### src/rrfd_pkg.sv
// ----------------------------------------------------------------------------
// rrfd_pkg
// Shared types, constants and fixed-point helpers for the rigid rotor
// field derivative pipeline.
// ----------------------------------------------------------------------------
package rrfd_pkg;

	localparam int WORD_W    = 32;
	localparam int FRAC_W    = 16;
	localparam int WIDE_W    = 2 * WORD_W;
	localparam int PROD_W    = WIDE_W - FRAC_W;
	localparam int INERTIA_W = WORD_W - 1;
	localparam int RATIO_W   = FRAC_W + 1;
	localparam int MAG_W     = WIDE_W - 1 - FRAC_W;
	localparam int RAMP_Q_W  = FRAC_W;
	localparam int ACC_Q_W   = WORD_W;
	localparam int PIPE_LAT  = RAMP_Q_W + ACC_Q_W + 8;
	localparam int REG_IDX_W = 3;
	localparam int IN_DATA_W  = 8 * WORD_W;
	localparam int OUT_DATA_W = 7 * WORD_W;

	localparam logic [REG_IDX_W-1:0] REG_RAMP_START = 3'd0;
	localparam logic [REG_IDX_W-1:0] REG_RAMP_END   = 3'd1;
	localparam logic [REG_IDX_W-1:0] REG_DIPOLE_X   = 3'd2;
	localparam logic [REG_IDX_W-1:0] REG_DIPOLE_Y   = 3'd3;
	localparam logic [REG_IDX_W-1:0] REG_DIPOLE_Z   = 3'd4;
	localparam logic [REG_IDX_W-1:0] REG_INERTIA_X  = 3'd5;
	localparam logic [REG_IDX_W-1:0] REG_INERTIA_Y  = 3'd6;
	localparam logic [REG_IDX_W-1:0] REG_INERTIA_Z  = 3'd7;

	typedef logic signed [WORD_W-1:0] word_t;
	typedef logic signed [WIDE_W-1:0] wide_t;
	typedef logic signed [PROD_W-1:0] prod_t;
	typedef logic [INERTIA_W-1:0]     inertia_t;
	typedef logic [RATIO_W-1:0]       ratio_t;
	typedef logic [MAG_W-1:0]         mag_t;

	typedef struct packed {
		word_t w;
		word_t x;
		word_t y;
		word_t z;
	} quat_t;

	typedef struct packed {
		word_t x;
		word_t y;
		word_t z;
	} vec_t;

	localparam word_t    WORD_MAX    = {1'b0, {(WORD_W-1){1'b1}}};
	localparam word_t    WORD_MIN    = {1'b1, {(WORD_W-1){1'b0}}};
	localparam inertia_t INERTIA_ONE = inertia_t'(1) << FRAC_W;
	localparam ratio_t   RATIO_ONE   = ratio_t'(1) << FRAC_W;

	function automatic word_t sat_word(input wide_t v);
		if (v > wide_t'(WORD_MAX))
			return WORD_MAX;
		if (v < wide_t'(WORD_MIN))
			return WORD_MIN;
		return v[WORD_W-1:0];
	endfunction

	// floor(a*b / 2^frac) on the exact product
	function automatic prod_t fmul(input word_t a, input word_t b);
		wide_t p;
		p = a * b;
		return p[WIDE_W-1:FRAC_W];
	endfunction

endpackage

### src/rrfd_ramp_div.sv
// ----------------------------------------------------------------------------
// rrfd_ramp_div
// Field ramp fraction: pipelined restoring divider, one quotient bit a stage.
// ----------------------------------------------------------------------------
module rrfd_ramp_div (
	input  logic                            clk,
	input  logic                            en,
	input  logic [rrfd_pkg::WORD_W-1:0]     dvd,
	input  logic [rrfd_pkg::WORD_W-1:0]     dvs,
	input  logic                            below,
	input  logic                            full,
	output rrfd_pkg::ratio_t                ratio
);
	import rrfd_pkg::*;

	logic [WORD_W-1:0]   rem_s   [RAMP_Q_W];
	logic [RAMP_Q_W-1:0] quo_s   [RAMP_Q_W];
	logic                below_s [RAMP_Q_W];
	logic                full_s  [RAMP_Q_W];

	for (genvar k = 0; k < RAMP_Q_W; k++) begin : g_stage
		logic [WORD_W-1:0]   rem_src;
		logic [RAMP_Q_W-1:0] quo_src;
		logic                below_src;
		logic                full_src;
		logic [WORD_W+1:0]   trial;

		if (k == 0) begin : g_first
			assign rem_src   = dvd;
			assign quo_src   = '0;
			assign below_src = below;
			assign full_src  = full;
		end else begin : g_next
			assign rem_src   = rem_s[k-1];
			assign quo_src   = quo_s[k-1];
			assign below_src = below_s[k-1];
			assign full_src  = full_s[k-1];
		end

		// remainder stays below the divisor, so two extra bits hold the borrow
		assign trial = {1'b0, rem_src, 1'b0} - {2'b00, dvs};

		always_ff @(posedge clk) begin
			if (en) begin
				if (!trial[WORD_W+1]) begin
					rem_s[k] <= trial[WORD_W-1:0];
					quo_s[k] <= {quo_src[RAMP_Q_W-2:0], 1'b1};
				end else begin
					rem_s[k] <= {rem_src[WORD_W-2:0], 1'b0};
					quo_s[k] <= {quo_src[RAMP_Q_W-2:0], 1'b0};
				end
				below_s[k] <= below_src;
				full_s[k]  <= full_src;
			end
		end
	end

	always_comb begin
		if (below_s[RAMP_Q_W-1])
			ratio = '0;
		else if (full_s[RAMP_Q_W-1])
			ratio = RATIO_ONE;
		else
			ratio = {1'b0, quo_s[RAMP_Q_W-1]};
	end

endmodule

### config.mk
export PLATFORM = sky130hd
export DESIGN_NAME = rrfd_ramp_div
export DESIGN_NICKNAME = d
export VERILOG_FILES = /design/src/rrfd_pkg.sv /design/src/rrfd_ramp_div.sv
export SDC_FILE = /design/constraint.sdc
export NUM_CORES = 2
export LEC_CHECK = 0
export ABC_AREA = 1
export BUFFER_PORTS_ARGS = -buffer_cell sky130_fd_sc_hd__buf_2
export CAP_MARGIN = 20
export CELL_PAD_IN_SITES_DETAIL_PLACEMENT = 1
export CELL_PAD_IN_SITES_GLOBAL_PLACEMENT = 1
export CORE_MARGIN = 2
export CORE_UTILIZATION = 51
export CTS_CLUSTER_SIZE = 24
export DETAILED_ROUTE_END_ITERATION = 7
export GPL_TIMING_DRIVEN = 0
export PLACE_DENSITY_LB_ADDON = 0.1
export SYNTH_ARGS = -nofsm -noshare
export SYNTH_HDL_FRONTEND = slang
export SYNTH_SLANG_ARGS = --single-unit
export TNS_END_PERCENT = 50
### constraint.sdc
create_clock -name clk -period 4.47 [get_ports clk]
set_input_delay 0 -clock clk [delete_from_list [all_inputs] [get_ports clk]]
set_output_delay 0 -clock clk [all_outputs]
set_load 0.01 [all_outputs]
==> reports/metrics.cfg <==
[logic_synthesis]
synth_area_per_cell_um2 = 6.56
synthCells = 9270
synth_edf_count = 646
synthesis.nets = 9849
synth_top_cell_area_share_pct = 31.9
yosysMostFrequentCell = nand2_1
yosysWarnings = 0
synth_ff_type = edfxtp_1
synth-seq-area-share_pct = 32.0
synthDistinctLibCells = 40
yosysTopAreaCell = edfxtp_1
synth_area_leaders = edfxtp_1 (32%), nand2_1 (24%), ha_1 (10%)
synth_common_cells = nand2_1 (3892), inv_1 (1303), nand3_1 (900)
syn_area_um2 = 60800
async_flop_share_pct = 0
synth_seq_cells = 648

[sta]
maxSlewHeadroom_pct = 27.2
fmax_mhz = 229
period_needed_ns = 4.36
rsz0062_at_grt = no
maxSlewViolCount = 0
skew_ns = 0.0284
finalHoldViolCount = 0
finalCritPeriodShare_pct = 97.5
setup_violations = 0
whs_ns = 0.0236
tns_ns = 0
worst_slew_pin_slew_ns = 1.09

[clocking]
clk_pin_slew_ns = 0.06
cts_buffers = 81
postCtsResizedCells = 0
tritoncts = built
clock_latency_ns = 0.71
cts_max_level = 3
clock-root-buffer = clkbuf_16
cts.sinks = 648
clk_path_buf_depth = 3

[route]
viasPerCell = 5.83
vias = 64793
drc = 0
routed_wirelength_mm = 255
postRouteAntennaNets = 0
routedWlPerCell_um = 22.9
drtPass1Iterations = 5
drt-initial-drc-count = 5593

[place]
place_area_um2 = 64000
hpwl_mm = 202
gp_congestion = 0.979
numPortBuffers = 84

[cells_and_area]
final_layout_size_suffix_gt1_share_pct = 4.98
fillers = 16109
final_core_utilization_pct = 56.8
finish.instance_area_um2 = 67000
nets = 10092
area_growth_syn_to_layout_pct = 10.3

[hold_path]
hp-class = in -> reg

[setup_path]
path_class = in -> reg
required_ns = 4.75
cp-startpoint = en
reg2reg_depth = 10
reg2reg_setup_slack_ns = 1.34
timing.rr.start = rem_s[1][37]$_DFFE_PP_
cp-end-kind = flop
cp.arrival_ns = 4.64
cp-start-kind = input port
crit_fanout = 33
rr_endpoint = rem_s[1][64]$_SDFFCE_PP0P_
cp-endpoint = quo_s[1][112]$_DFFE_PP_

[global_route]
grt_max_degree = 41
grt_pass1_wl_mm = 383
grtUsageTotal_pct = 41.0
grt_antenna_before_repair = 14
gr-total-overflow = 0
grt_pass1_vias = 66391

[pwr]
p_leak_nw = 36.1
ir_drop_v = 0.000361
finalPower_mw = 44.5
powerDensity_nw_per_um2 = 664

[die]
die_y_um = 349
placementRows = 126
die_w_um = 349
dieArea_um2 = 122000
initial_utilization_pct = 51.5
core-area_um2 = 118000
io_pins = 85

[run]
drv_cap = 0

[run_status]
status = finished clean

[per-stage QoR]
step                      cells  worst slack, ns
after floorplan            9270             2.19
after global placement    10890           -0.793
after detailed placement  10926          -0.0145
after CTS                 11113            0.412
after global routing      11114            0.218
final                     11116            0.110
[how the worst min path moves through the flow]
stage	from	to	slack, ns	depth (start not counted)
after CTS	full	full_s[0][0]$_DFFE_PP_	0.004	2
after floorplan	below	below_s[0][0]$_DFFE_PP_	0.1	0
after detailed placement	full	full_s[0][0]$_DFFE_PP_	0.18	1
after global placement	below	below_s[0][0]$_DFFE_PP_	0.18	1
after global routing	full	full_s[0][0]$_DFFE_PP_	0.04	2
final	full	full_s[0][0]$_DFFE_PP_	0.02	2
[per-layer routing]
layer,vias to the layer above,routed length [um],track usage [%]
met5,-,138,0
met4,22,17400,24.2
met3,875,19100,6.72
met2,2653,116000,67.1
met1,31107,102000,50.9
li1,30136,-,-
[cells in the final DEF (no fill, tap or decap), types with 7 or more instances in the layout]
master            n
o21ai_0         161
bufinv_16        10
ha_1            496
nor3_1           69
nand3_1         900
buf_4            25
a21oi_1         421
nor4_4           14
xor2_1          221
clkbuf_2         16
fa_1             15
nor2_1          725
nand4_1          73
clkinv_2          9
inv_1          1274
edfxtp_1        646
clkinv_1         10
dlygate4sd3_1    40
buf_12           26
buf_6            16
o21bai_1         41
nand2_1        3892
clkbuf_16        82
o21a_1           15
and2_1           25
buf_16           10
inv_6             8
inv_2            32
clkinvlp_4        7
clkbuf_1         38
buf_2           163
nand2_2          38
xnor2_1          19
[cell type report]
| cell class | count | area, um2 | share of cell area, % |
|---|---|---|---|
| antenna | 3 | 7.51 | 0.0112 |
| buffer | 158 | 926 | 1.38 |
| clock buffer | 100 | 2130 | 3.18 |
| clock inverter | 47 | 547 | 0.815 |
| inverter | 1307 | 4910 | 7.32 |
| multi-input combinational | 7157 | 35600 | 53.0 |
| sequential | 648 | 19400 | 29.0 |
| tap | 1536 | 1920 | 2.87 |
| timing repair buffer | 160 | 1620 | 2.41 |
[power by group]
group	switching, mW	leakage [nW]	internal (mW)
clock network	2.92	1.29	3.99
logic	17.8	28.4	8.14
registers	1.83	6.38	9.79
[critical path, cell delays in order]
cell and delay, ns:
dlygate4sd3_1 0.52, buf_2 0.55, buf_2 0.90, buf_4 0.56, buf_2 0.54, buf_1 0.84
nand4_1 0.59
[cell families (layout without fill, tap and decap cells)]
logic type	count (synthesis)	count (layout)	synth area share (%)
compound gates	646	646	5.60
xor+xnor	240	240	3.46
fa+ha+maj	511	511	10.7
buf+inv	1465	1772	9.56
flops	648	648	32.0
other cells	0	3	0
simple gates	5760	5760	38.7
[registers in the layout, summed over array words and instances, names as in the netlist]
name / count
quo_s: 136
full_s: 16
rem_s: 480
below_s: 16
[timing repair]
action | 4_1_cts | 5_1_grt
setup buffers | 0 | 0
hold buffers | 40 | 0
hold endpoints to repair | 66 | 0
No activity file was read; power rests on OpenSTA's default activity.
