===== config.mk =====
export PLATFORM = sky130hd
export DESIGN_NAME = rrfd_accel_div
export DESIGN_NICKNAME = d
export VERILOG_FILES = /design/src/rrfd_pkg.sv /design/src/rrfd_accel_div.sv
export SDC_FILE = /design/constraint.sdc
export NUM_CORES = 2
export LEC_CHECK = 0
export ABC_AREA = 0
export BUFFER_PORTS_ARGS = -buffer_cell sky130_fd_sc_hd__buf_2
export CAP_MARGIN = 40
export CORE_MARGIN = 2
export CORE_UTILIZATION = 30
export CTS_BUF_LIST = sky130_fd_sc_hd__clkbuf_2
export CTS_CLUSTER_SIZE = 8
export DETAILED_ROUTE_END_ITERATION = 16
export SLEW_MARGIN = 20
export SYNTH_ARGS = -nofsm -noshare
export SYNTH_HDL_FRONTEND = slang
export SYNTH_SLANG_ARGS = --single-unit

===== constraint.sdc =====
create_clock -name clk -period 13.3 [get_ports clk]
set_clock_uncertainty 0.1 [all_clocks]
set_input_delay 1.995 -clock clk [delete_from_list [all_inputs] [get_ports clk]]
set_output_delay 1.995 -clock clk [all_outputs]
set_load 0.02 [all_outputs]

===== src/rrfd_pkg.sv =====
// ----------------------------------------------------------------------------
// rrfd_pkg
// Shared types, constants and fixed-point helpers for the rigid rotor
// field derivative pipeline.
// ----------------------------------------------------------------------------
package rrfd_pkg;

	localparam int WORD_W    = 32;
	localparam int FRAC_W    = 16;
	localparam int WIDE_W    = 2 * WORD_W;
	localparam int PROD_W    = WIDE_W - FRAC_W;
	localparam int INERTIA_W = WORD_W - 1;
	localparam int RATIO_W   = FRAC_W + 1;
	localparam int MAG_W     = WIDE_W - 1 - FRAC_W;
	localparam int RAMP_Q_W  = FRAC_W;
	localparam int ACC_Q_W   = WORD_W;
	localparam int PIPE_LAT  = RAMP_Q_W + ACC_Q_W + 8;
	localparam int REG_IDX_W = 3;
	localparam int IN_DATA_W  = 8 * WORD_W;
	localparam int OUT_DATA_W = 7 * WORD_W;

	localparam logic [REG_IDX_W-1:0] REG_RAMP_START = 3'd0;
	localparam logic [REG_IDX_W-1:0] REG_RAMP_END   = 3'd1;
	localparam logic [REG_IDX_W-1:0] REG_DIPOLE_X   = 3'd2;
	localparam logic [REG_IDX_W-1:0] REG_DIPOLE_Y   = 3'd3;
	localparam logic [REG_IDX_W-1:0] REG_DIPOLE_Z   = 3'd4;
	localparam logic [REG_IDX_W-1:0] REG_INERTIA_X  = 3'd5;
	localparam logic [REG_IDX_W-1:0] REG_INERTIA_Y  = 3'd6;
	localparam logic [REG_IDX_W-1:0] REG_INERTIA_Z  = 3'd7;

	typedef logic signed [WORD_W-1:0] word_t;
	typedef logic signed [WIDE_W-1:0] wide_t;
	typedef logic signed [PROD_W-1:0] prod_t;
	typedef logic [INERTIA_W-1:0]     inertia_t;
	typedef logic [RATIO_W-1:0]       ratio_t;
	typedef logic [MAG_W-1:0]         mag_t;

	typedef struct packed {
		word_t w;
		word_t x;
		word_t y;
		word_t z;
	} quat_t;

	typedef struct packed {
		word_t x;
		word_t y;
		word_t z;
	} vec_t;

	localparam word_t    WORD_MAX    = {1'b0, {(WORD_W-1){1'b1}}};
	localparam word_t    WORD_MIN    = {1'b1, {(WORD_W-1){1'b0}}};
	localparam inertia_t INERTIA_ONE = inertia_t'(1) << FRAC_W;
	localparam ratio_t   RATIO_ONE   = ratio_t'(1) << FRAC_W;

	function automatic word_t sat_word(input wide_t v);
		if (v > wide_t'(WORD_MAX))
			return WORD_MAX;
		if (v < wide_t'(WORD_MIN))
			return WORD_MIN;
		return v[WORD_W-1:0];
	endfunction

	// floor(a*b / 2^frac) on the exact product
	function automatic prod_t fmul(input word_t a, input word_t b);
		wide_t p;
		p = a * b;
		return p[WIDE_W-1:FRAC_W];
	endfunction

endpackage


===== src/rrfd_accel_div.sv =====
// ----------------------------------------------------------------------------
// rrfd_accel_div
// Torque over inertia: pipelined restoring divider on the magnitude, sign
// and saturation applied after the last stage.
// ----------------------------------------------------------------------------
module rrfd_accel_div (
	input  logic              clk,
	input  logic              en,
	input  rrfd_pkg::mag_t     mag,
	input  logic              neg,
	input  rrfd_pkg::inertia_t inertia,
	output rrfd_pkg::word_t    accel
);
	import rrfd_pkg::*;

	localparam int LOW_W = 2 * FRAC_W;

	inertia_t           rem_s [ACC_Q_W];
	logic [LOW_W-1:0]   low_s [ACC_Q_W];
	logic [ACC_Q_W-1:0] quo_s [ACC_Q_W];
	logic               ovf_s [ACC_Q_W];
	logic               neg_s [ACC_Q_W];
	logic [ACC_Q_W-1:0] quo_last;

	for (genvar k = 0; k < ACC_Q_W; k++) begin : g_stage
		inertia_t           rem_src;
		logic [LOW_W-1:0]   low_src;
		logic [ACC_Q_W-1:0] quo_src;
		logic               ovf_src;
		logic               neg_src;
		logic [INERTIA_W:0] cand;
		logic [INERTIA_W+1:0] trial;

		if (k == 0) begin : g_first
			// numerator is mag * 2^frac; its top word must stay below the divisor
			assign rem_src = mag[MAG_W-1:FRAC_W];
			assign low_src = {mag[FRAC_W-1:0], {FRAC_W{1'b0}}};
			assign quo_src = '0;
			assign ovf_src = (mag[MAG_W-1:FRAC_W] >= inertia);
			assign neg_src = neg;
		end else begin : g_next
			assign rem_src = rem_s[k-1];
			assign low_src = low_s[k-1];
			assign quo_src = quo_s[k-1];
			assign ovf_src = ovf_s[k-1];
			assign neg_src = neg_s[k-1];
		end

		assign cand  = {rem_src, low_src[LOW_W-1]};
		assign trial = {1'b0, cand} - {2'b00, inertia};

		always_ff @(posedge clk) begin
			if (en) begin
				if (!trial[INERTIA_W+1]) begin
					rem_s[k] <= trial[INERTIA_W-1:0];
					quo_s[k] <= {quo_src[ACC_Q_W-2:0], 1'b1};
				end else begin
					rem_s[k] <= cand[INERTIA_W-1:0];
					quo_s[k] <= {quo_src[ACC_Q_W-2:0], 1'b0};
				end
				low_s[k] <= {low_src[LOW_W-2:0], 1'b0};
				ovf_s[k] <= ovf_src;
				neg_s[k] <= neg_src;
			end
		end
	end

	assign quo_last = quo_s[ACC_Q_W-1];

	always_comb begin
		if (neg_s[ACC_Q_W-1]) begin
			if (ovf_s[ACC_Q_W-1] || (quo_last[ACC_Q_W-1] && (quo_last[ACC_Q_W-2:0] != '0)))
				accel = WORD_MIN;
			else
				accel = word_t'(~quo_last + 1'b1);
		end else begin
			if (ovf_s[ACC_Q_W-1] || quo_last[ACC_Q_W-1])
				accel = WORD_MAX;
			else
				accel = word_t'(quo_last);
		end
	end

endmodule


==> metrics.md <==
| Metric | Value |
|---|---|
| Top Layer Used | met5 |
| Largest stage delay on the critical path | ~0.6 ns |
| Share of cells above drive strength 1 | 0.1471 |
| Synth Flop Type | edfxtp_1 |
| Cts hold-fix bufs | 0 |
| Initial cell density of the core | 0.3018 |
| Crit path launch type | flip-flop |
| Met3 routed WL | 15200 um |
| Worst path arrival time | between 5 and 6 ns |
| Largest family of logic cells by synthesized area | compound AO/OA/AOI/OAI gates |
| Post-Synth XOR/XNOR Area | 0.06087 |
| Largest net degree at the start of global routing | between 150 and 200 |
| Post-Syn Area per Cell | 10.95 um2 |
| DRT Pass-1 Iters | 6 |
| Setup Viol. Count Final | 0 |
| Total CTS buffers | ~450 |
| DR iter-0 viols | a little over 6000 |
| Sink Count | 1673 |
| FF-to-FF Start | low_s[0][216]$_DFFE_PP_ |
| Worst-margin pin slew | slightly below 1 ns |
| Die height | approximately 610 um |
| # DRC | 0 |
| Pleak | roughly 0.047 uW |
| Vias | between 70000 and 80000 |
| Global-route wire length before repair | 427700 um |
| Setup_tns | 0 ns |
| CP top delay family | simple AND/OR/NAND/NOR gates |
| Seq/Total Area, Yosys | 0.4587 |
| Max Cap Violations | 0 |
| Post-CTS sizing | 0 |
| Nets | between 10000 and 15000 |
| Buf+Inv Stages, Crit Path | 3 |
| Status | completed |
| Die ar. | about 370000 um2 |
| GR Util All Layers | 0.1438 |
| Number of global-route vias before repair | around 76000 |
| Setup slack at placement | a little under 6 ns |
| WP data required | approximately 11 ns |
| Overall power | around 28000 uW |
| CTS clk-pin slew, worst paths | 0.10 ns |
| CTS tree | yes |
| Wire per inst | roughly 18 um |
| Post-Synth Adder-Cell Area | 0.1208 |
| Critical-path top delay cell | or4b_1 |
| Metal2 WL | 124700 um |
| RSZ-0062 raised after global routing | no |
| H-tree levels | 5 |
| Launch point of the worst path | quo_s[1][480]$_DFFE_PP_ |
| Mux contribution to synthesized area | 0.05964 |
| DP HPWL | slightly below 200000 um |
| Slew headroom | 0.3459 |
| Max Clk Rate | 133.1 MHz |
| Width of the die | between 600 and 700 um |
| Pwr Density | roughly 240 nW/um2 |
| Crit path kind | flip-flop to primary output |
| Synth Instances | ~10000 |
| Syn nets | between 10000 and 15000 |
| CTS root buffer | clkbuf_2 |
| ANT nets after route | 0 |
| Critical path cell sequence | inv_1 > ha_1 > or4b_1 > nor2_2 > and4b_1 > and4bb_1 > nand2_1 > o41ai_2 > nand2b_1 > or2_1 > buf_8 > o311ai_1 > buf_2 |
| Post-synthesis cell type count | about 100 |
| Via density | a little over 5 |
| Clock tree buffer depth | 4 |
| Compound-Gate Fraction of Synth Area | 0.1787 |
| Initial antenna violation count | 15 |
| Fin crit share | 0.5648 |
| Asr flop ratio synth | 0 |
| Worst hold start | quo_s[1][110]$_DFFE_PP_ |
| Yosys warning total | 0 |
| Std cell rows | roughly 220 |
| Core area | 362800 um2 |
| Post CTS Setup Buffer Count | 0 |
| Met1 WL | roughly 130000 um |
| Crit-path max FO | 16 |
| Final RePlAce weighted congestion | ~0.86 |
| Worst skew pair latency | between 1.5 and 2 ns |
| Num ports | roughly 110 |
| Number of flops mapped to enable cells by yosys | ~1700 |
| Peak supply drop | approximately 0.11 mV |
| Fin worst setup slack | slightly below 6 ns |
| HP Class | flip-flop to flip-flop |
| WL final | 275000 um |
| GR Overflow Total | 0 |
| Post-synthesis simple-gate area fraction | 0.09933 |
| Port bufs | approximately 110 |
| Yosys reg bits | 1673 |
| Final hold violations | 0 |
| Synth Cell Area | ~110000 um2 |
| Max Slew Vio Count | 0 |
| Critical Path Sink Type | primary output |
| Finished Cell Area | between 100000 and 150000 um2 |
| Placed Area | approximately 120000 um2 |
| Synth-to-Final Area Change | 9.751% |
| Final min period | approximately 7.5 ns |
## cell usage after synthesis (all sizes together) (39+ instances only)
master  number  area [um2]
ha        1008       12610
edfxtp    1672       50210
nand3      131       655.6
a211o       41       359.1
buf         94       498.0
nor2       607        2281
o21bai     108       810.8
mux2       553        6231
nor2b      115       719.4
xor2       275        2409
nand2b     147       919.6
o21a       151        1134
nor3       161       827.1
o21ai      696        3483
or3         68       440.4
a31oi      120       750.7
o31ai       74       560.5
a21oi      862        4322
xnor2      486        4257
a21o       479        3596
o31a        41       359.1
nand2      680        2552
a211oi      84       640.6
o311ai      39       341.6
clkbuf     187       701.9
inv        317        1190
and3        95       594.3
nand4       91       569.3
and2        56       350.3
o211ai      62       465.5
## metrics by stage
stage | utilization | hold WS, ns | cells
6_report | 0.3313 | 0.1909 | 15494
3_3_place_gp | 0.3192 | 0.3006 | 14716
5_1_grt | 0.3313 | 0.1594 | 15493
2_1_floorplan | - | 0.3003 | 10002
4_1_cts | 0.3308 | 0.02357 | 15482
3_5_place_dp | 0.3201 | 0.3045 | 14733
## report_power, final
part	switching, uW	total, uW	leakage (uW)	internal (uW)
sequential	1190	9660	0.0163	8460
combinational	8050	15200	0.0281	7170
clock	2230	3620	0.00292	1390
## cell type report
cell class	count	area, um2
clock inverter	146	843.3
timing repair buffer	227	1821
clock buffer	603	3018
multi-input combinational	7729	57070
inverter	319	1200
sequential	1673	50230
fill	36809	242600
antenna	3	7.507
tap	4794	5998
## flip-flops by register name, indices dropped and copies added (netlist names)
register	cells
neg_s	32
low_s	120
quo_s	528
rem_s	961
ovf_s	32
## cell usage in the layout, fill, tap and decap left out, types with 33 or more instances in the layout
| cell | instances |
|---|---|
| nand2b_1 | 147 |
| a211o_1 | 41 |
| a221oi_1 | 33 |
| a41oi_1 | 36 |
| inv_1 | 285 |
| o21a_1 | 151 |
| or2_2 | 35 |
| buf_4 | 85 |
| o21ai_0 | 679 |
| a31oi_1 | 117 |
| o31a_1 | 41 |
| a21o_1 | 478 |
| nor2b_1 | 114 |
| clkinv_1 | 93 |
| ha_1 | 1008 |
| a211oi_1 | 82 |
| a21oi_1 | 857 |
| nor2_1 | 605 |
| a21boi_0 | 37 |
| or3_1 | 65 |
| nor3_1 | 158 |
| inv_2 | 36 |
| clkbuf_2 | 603 |
| nand3_1 | 131 |
| xnor2_1 | 486 |
| mux2_2 | 551 |
| o31ai_1 | 71 |
| o21bai_1 | 108 |
| buf_2 | 114 |
| o211ai_1 | 62 |
| xor2_1 | 275 |
| and3_1 | 95 |
| edfxtp_1 | 1672 |
| nand4_1 | 91 |
| and2_1 | 55 |
| nand2_1 | 680 |
## cell families (layout without fill, tap and decap cells)
group,count (synthesis),in the layout
compound gates,3064,3064
xor+xnor,761,761
fa+ha+maj,1039,1039
buf+inv,600,1295
flops,1673,1673
mux,583,583
other cells,0,3
simple gates,2282,2282
## metal layers
metal / vias to the layer above / global-route usage
li1: 39269 / -
met1: 37583 / 0.1959
met2: 2009 / 0.2325
met3: 529 / 0.02100
met4: 8 / 0.04898
met5: - / 0
## worst paths after layout
kind	end	slack, ns	depth (start not counted)
setup / recovery	accel[15]	5.79	13
hold / removal	quo_s[1][143]$_DFFE_PP_	0.19	0
hold reg to reg	quo_s[1][143]$_DFFE_PP_	0.19	0
setup reg to reg	rem_s[0][230]$_DFFE_PP_	8.30	15
## worst reg2reg max path: cells and delay by family, from the launching register on
kind	cells	cell delay (ns)
flip-flops	1	0.41
multiplexers	1	0.37
AO/OA/AOI/OAI	9	2.67
buffers and inverters	3	0.56
adder cells (fa/ha/maj)	2	0.61
Note: power is estimated with default switching activity, not from simulation.
